**src/design/jtik_pkg.sv**
```systemverilog
// ----------------------------------------------------------------------------
// jtik_pkg: shared types and constants for the ik step block
// item structs, widths of the shared multiplier, polynomial coefficients
// ----------------------------------------------------------------------------
package jtik_pkg;

  localparam int NUM_SEGMENTS = 3;
  localparam int ANGLE_BITS   = 16;
  localparam int NUM_JOINTS   = 2 * NUM_SEGMENTS;
  localparam int JW           = (NUM_JOINTS > 1) ? $clog2(NUM_JOINTS) : 1;

  // shared multiplier operand and product widths
  localparam int MW = 33;
  localparam int PW = 2 * MW;

  typedef struct packed {
    logic               opcode;
    logic [2:0]         angle_index;
    logic [15:0]        angle_value;
    logic signed [23:0] target_x;
    logic signed [23:0] target_y;
    logic signed [23:0] target_z;
  } jtik_in_t;

  typedef struct packed {
    logic [15:0]        angle_out_0;
    logic [15:0]        angle_out_1;
    logic [15:0]        angle_out_2;
    logic [15:0]        angle_out_3;
    logic [15:0]        angle_out_4;
    logic [15:0]        angle_out_5;
    logic signed [23:0] tip_x;
    logic signed [23:0] tip_y;
    logic signed [23:0] tip_z;
  } jtik_out_t;

  localparam logic       OPC_STEP = 1'b0;
  localparam logic       OPC_LOAD = 1'b1;

  // quarter-wave sine polynomial, q2.30
  function automatic logic signed [MW-1:0] poly_coef(input logic [2:0] idx);
    logic signed [MW-1:0] c;
    case (idx)
      3'd0: c = 33'sd1686629713;
      3'd1: c = 33'sd693598668;
      3'd2: c = 33'sd85569306;
      3'd3: c = 33'sd5026995;
      3'd4: c = 33'sd172272;
      default: c = '0;
    endcase
    return c;
  endfunction

endpackage

```
**src/design/jtik_mul.sv**
```systemverilog
// ----------------------------------------------------------------------------
// jtik_mul: shared signed multiplier
// one registered signed product per cycle, used for every multiply of the ik step
// ----------------------------------------------------------------------------
module jtik_mul (
  input  logic                              clk,
  input  logic signed [jtik_pkg::MW-1:0]    a_i,
  input  logic signed [jtik_pkg::MW-1:0]    b_i,
  output logic signed [jtik_pkg::PW-1:0]    prod_r
);
  import jtik_pkg::*;

  always_ff @(posedge clk) begin
    prod_r <= a_i * b_i;
  end

endmodule

```
**config.mk**
```make
export PLATFORM = sky130hd
export DESIGN_NAME = jtik_mul
export DESIGN_NICKNAME = d
export VERILOG_FILES = /design/src/design/jtik_pkg.sv /design/src/design/jtik_mul.sv
export SDC_FILE = /design/constraint.sdc
export NUM_CORES = 2
export LEC_CHECK = 0
export BUFFER_PORTS_ARGS = -buffer_cell sky130_fd_sc_hd__buf_2
export CAP_MARGIN = 5
export CORE_UTILIZATION = 33
export CTS_CLUSTER_DIAMETER = 50
export DETAILED_ROUTE_END_ITERATION = 6
export SYNTH_ARGS = -nofsm -noshare
export SYNTH_HDL_FRONTEND = slang
export SYNTH_SLANG_ARGS = --single-unit
```
**constraint.sdc**
```tcl
create_clock -name clk -period 19.02 [get_ports clk]
set_input_delay 4.755 -clock clk [delete_from_list [all_inputs] [get_ports clk]]
set_output_delay 4.755 -clock clk [all_outputs]
set_load 0.1 [all_outputs]
```
=== Word level (Yosys, flattened, before mapping) ===
Index checks and enable logic that the tools add are counted.

* Multipliers: 1

{| class="wikitable"
|+ Operators with widths
! operator !! number
|-
| $mul 33x33->66 || 1
|}

* Logic and storage cells: 2
* Bits in registers: 66
* Input port bits: 67
* Output and inout bits: 66

=== Logic depth before layout (Yosys ltp) ===
* Depth after elaboration: 1
* Gate-level depth with buffers: 27
* Gate-level depth less buffers: 26

=== Least setup slack after synthesis ===
OpenSTA, ideal clock, no wires.

* Path type: input to register
* Start point: input port a_i[32] (netlist name)
* End point: register prod_r[62] (netlist name)
* Stages on the path: 23
* Data required time: 18.941 ns
* Setup time: 0.079 ns
* Data arrival time: 11.912 ns
* Slack: 7.029 ns
* Buffers on the path: 2
* Cell sequence: clkbuf_1 nand2_1 inv_1 fa_1 fa_1 fa_1 fa_1 fa_1 fa_1 fa_1 inv_1 fa_1 inv_1 ha_1 clkbuf_1 and3_1 nand3_1 nand2b_1 a2111oi_4 a211oi_4 a21o_2 a21o_1 a211oi_2

* Longest elaborated chain between the ends: 1

{| class="wikitable"
|+ RTL lines
! item !! RTL line !! RTL
|-
| from (decl) || jtik_mul.sv:7 || <nowiki>input logic signed [jtik_pkg::MW-1:0] a_i,</nowiki>
|-
| $mul 33x33->66 || jtik_mul.sv:14 || <nowiki>prod_r <= a_i * b_i;</nowiki>
|-
| to (signal assigned) || jtik_mul.sv:14 ||
|-
| to (decl) || jtik_mul.sv:9 || <nowiki>output logic signed [jtik_pkg::PW-1:0] prod_r</nowiki>
|}

No other way between the ends.

=== Worst setup path in the final report ===
* Start point: input port a_i[32] (netlist name)
* End point: register prod_r[64] (netlist name)

The elaborated chain is that of the path after synthesis.

==> flow_summary.yaml <==
run_status:
  outcome: "finished, final reports clean"
sta:
  tightestPinTransition_ps: 1240
  maxSlewHeadroom_pct: 17.0
  fin_crit_sh_pct: 68.1
  rsz0062_at_grt: "false"
  final_max_slew_viol_count: 0
  fmax_mhz: 77.2
  setup_viol: 0
  min_period_ps: 12950
  finalHoldViolCount: 0
  fin_tns_setup_ps: 0
cts:
  cts_tree: "done"
  cts.htree.levels: 3
  cts.sinks: 66
  cts-root-buf: "clkbuf_16"
  ctsResizeCount: 0
  postCtsSetupRepairBufs: 0
  clockBufferDepth: 2
  numCtsBuffers: 9
  clk_pin_slew_ps: 70
  cts_hold_buf: 0
floorplan:
  die_area_um2: 125000
  pin_count: 133
  coreArea_um2: 122000
  start_util_pct: 33.4
  num_rows: 128
  fp.dieH_um: 353
  die_w_um: 353
placement:
  place.gp.congestion: 0.975
  numPortBuffers: 132
  hpwl_mm: 91.9
  place_inst: 5892
layout:
  final_net_count: 5707
  largest-register: "prod_r"
  largest_register_ffs: 66
  layout-drive-gt1-share_pct: 4.74
  stdcell_count: 5914
  area_growth_pct: 5.70
  num-fill-cells: 12607
  largestRegisters: "prod_r: 66 flops"
critical_path:
  worst_ep_arrival_time_ps: 13270
  required_ps: 19340
  startpoint_type: "input pin"
  crit_slowest_cell: "fa_1"
  cpMostUsedCell: "fa_1"
  path_max_fanout: 33
  path_cells: "buf_2 -> nand2_1 -> inv_1 -> fa_1 -> fa_1 -> fa_1 -> fa_1 -> fa_1 -> fa_1 -> fa_1 -> inv_1 -> fa_1 -> inv_1 -> ha_1 -> nand4_1 -> nor3_1 -> o311ai_4 -> nand3_2 -> a211oi_1 -> a311oi_1"
  crit_type: "input pin to register"
  slowest_delay_ps: 1320
  critPathCaptureType: "register"
min_path:
  min_path_cells: 2
  min_to: "prod_r[0]"
  hold_path.class: "input pin to register"
  worstHoldStart: "b_i[0]"
grt:
  antenna_found_initial: 12
  grt_overflow_total: 0
  grt_use_met1_pct: 24.1
  grt_usage_pct: 18.7
  use_met2_pct: 32.2
  grt_use_met3_pct: 3.93
  grt_pass1_vias: 31041
  grt_max_degree: 34
  grt_pass1_wl_mm: 181
  grt-busiest-layer: "met2"
routing:
  drtAntennaViolNets: 0
  routedWlPerCell_um: 18.7
  viasPerCell: 4.76
  drt_iter0_drc: 1581
  drc: 0
  first_pass_iters: 6
  wl_mm: 110
  vias: 28124
yosys:
  avgSynthCellArea_um2: 9.39
  syn-num-nets: 5767
  synth-main-ff-cell: "dfxtp_1"
  synth_cells: 4338
  yosysSeqAreaShare_pct: 3.24
  synth-async-reset-ratio_pct: 0
  synth_edf_count: 0
  yosysWarningCount: 0
  synthTopCellsByArea: "fa_1 (56%), inv_1 (10%), and2_1 (8.6%)"
  syn_area_um2: 40700
  synth_top_area_share_pct: 56.3
  synth_cell_types: 80
  synth-seq-cells: 66
  synth_area_leader_cell: "fa_1"
run:
  max_cap_viol_count: 0
synthesized netlist by cell type, types with 12 or more instances:
cell / count
ha_1: 217
fa_1: 1145
o21ai_0: 25
nand2b_1: 12
nand2_1: 551
nor2_1: 68
clkbuf_1: 208
nand3_1: 25
xnor2_1: 43
inv_1: 1131
xor2_1: 25
dfxtp_1: 66
a21oi_1: 57
and2_1: 562
a21o_1: 36
cell families (layout without fill, tap and decap cells):
family	count (synthesis)	after routing	share of synthesized area, %
flip-flops	66	66	3.24
adder cells (fa/ha/maj)	1362	1362	62.9
AND/OR/NAND/NOR	1271	1271	15.8
AO/OA/AOI/OAI	219	219	4.07
XOR/XNOR	68	68	1.46
buffers and inverters	1352	1297	12.5
other	0	6	0
worst max-delay path: cells and delay by family:
family	cells	cell delay (ps)
buffers and inverters	4	870
and+or+nand+nor	4	1210
adders and majority gates	9	5670
AOI/OAI and AO/OA	3	740
placed cells by master (no fill, tap or decap), types with 18 or more instances in the layout:
cell and n:
o21ai_0 25, fa_1 1145, a21oi_1 57, inv_1 1131, nand3_1 25, xnor2_1 43, a21o_1 36, buf_2 132
xor2_1 25, dfxtp_1 66, nor2_1 68, and2_1 562, ha_1 217, nand2_1 551, buf_4 18
worst max path at each step:
stage | to | startpoint | cells after the start
global route | prod_r[64] | b_i[6] | 22
CTS | prod_r[64] | a_i[32] | 20
global placement | prod_r[64] | a_i[32] | 20
detailed placement | prod_r[64] | a_i[32] | 20
finish | prod_r[64] | a_i[32] | 20
floorplan | prod_r[62] | a_i[32] | 23
metal layers:
layer	vias up	part of all wire, %
li1	12202	-
met4	14	2.0
met1	15041	41
met5	-	0.085
met2	715	50
met3	152	6.0
layout make-up:
class | count | area, um2 | area share, %
diodes | 6 | 15.0 | 0.0349
clock buffers | 10 | 239 | 0.555
well taps | 1625 | 2030 | 4.72
inverters | 1131 | 4250 | 9.86
flip-flops and latches | 66 | 1320 | 3.07
clock inverters | 6 | 88.8 | 0.206
multi-input cells | 2920 | 34300 | 79.7
repair buffers | 150 | 796 | 1.85
per-stage QoR:
step | instance area (um2) | hold WS (ps) | utilization (%) | setup WS [ps]
6_report | 43100 | 4940 | 35.3 | 6070
5_1_grt | 43000 | 4940 | 35.3 | 5680
4_1_cts | 43000 | 4900 | 35.3 | 6040
3_5_place_dp | 42700 | 5300 | 35.0 | 5630
3_3_place_gp | 42700 | 5310 | 35.0 | 5650
2_1_floorplan | 40700 | 4880 | - | 7030
Power is not shown: default switching activity piles up to over one toggle a cycle in this logic, so the estimate is an artifact.
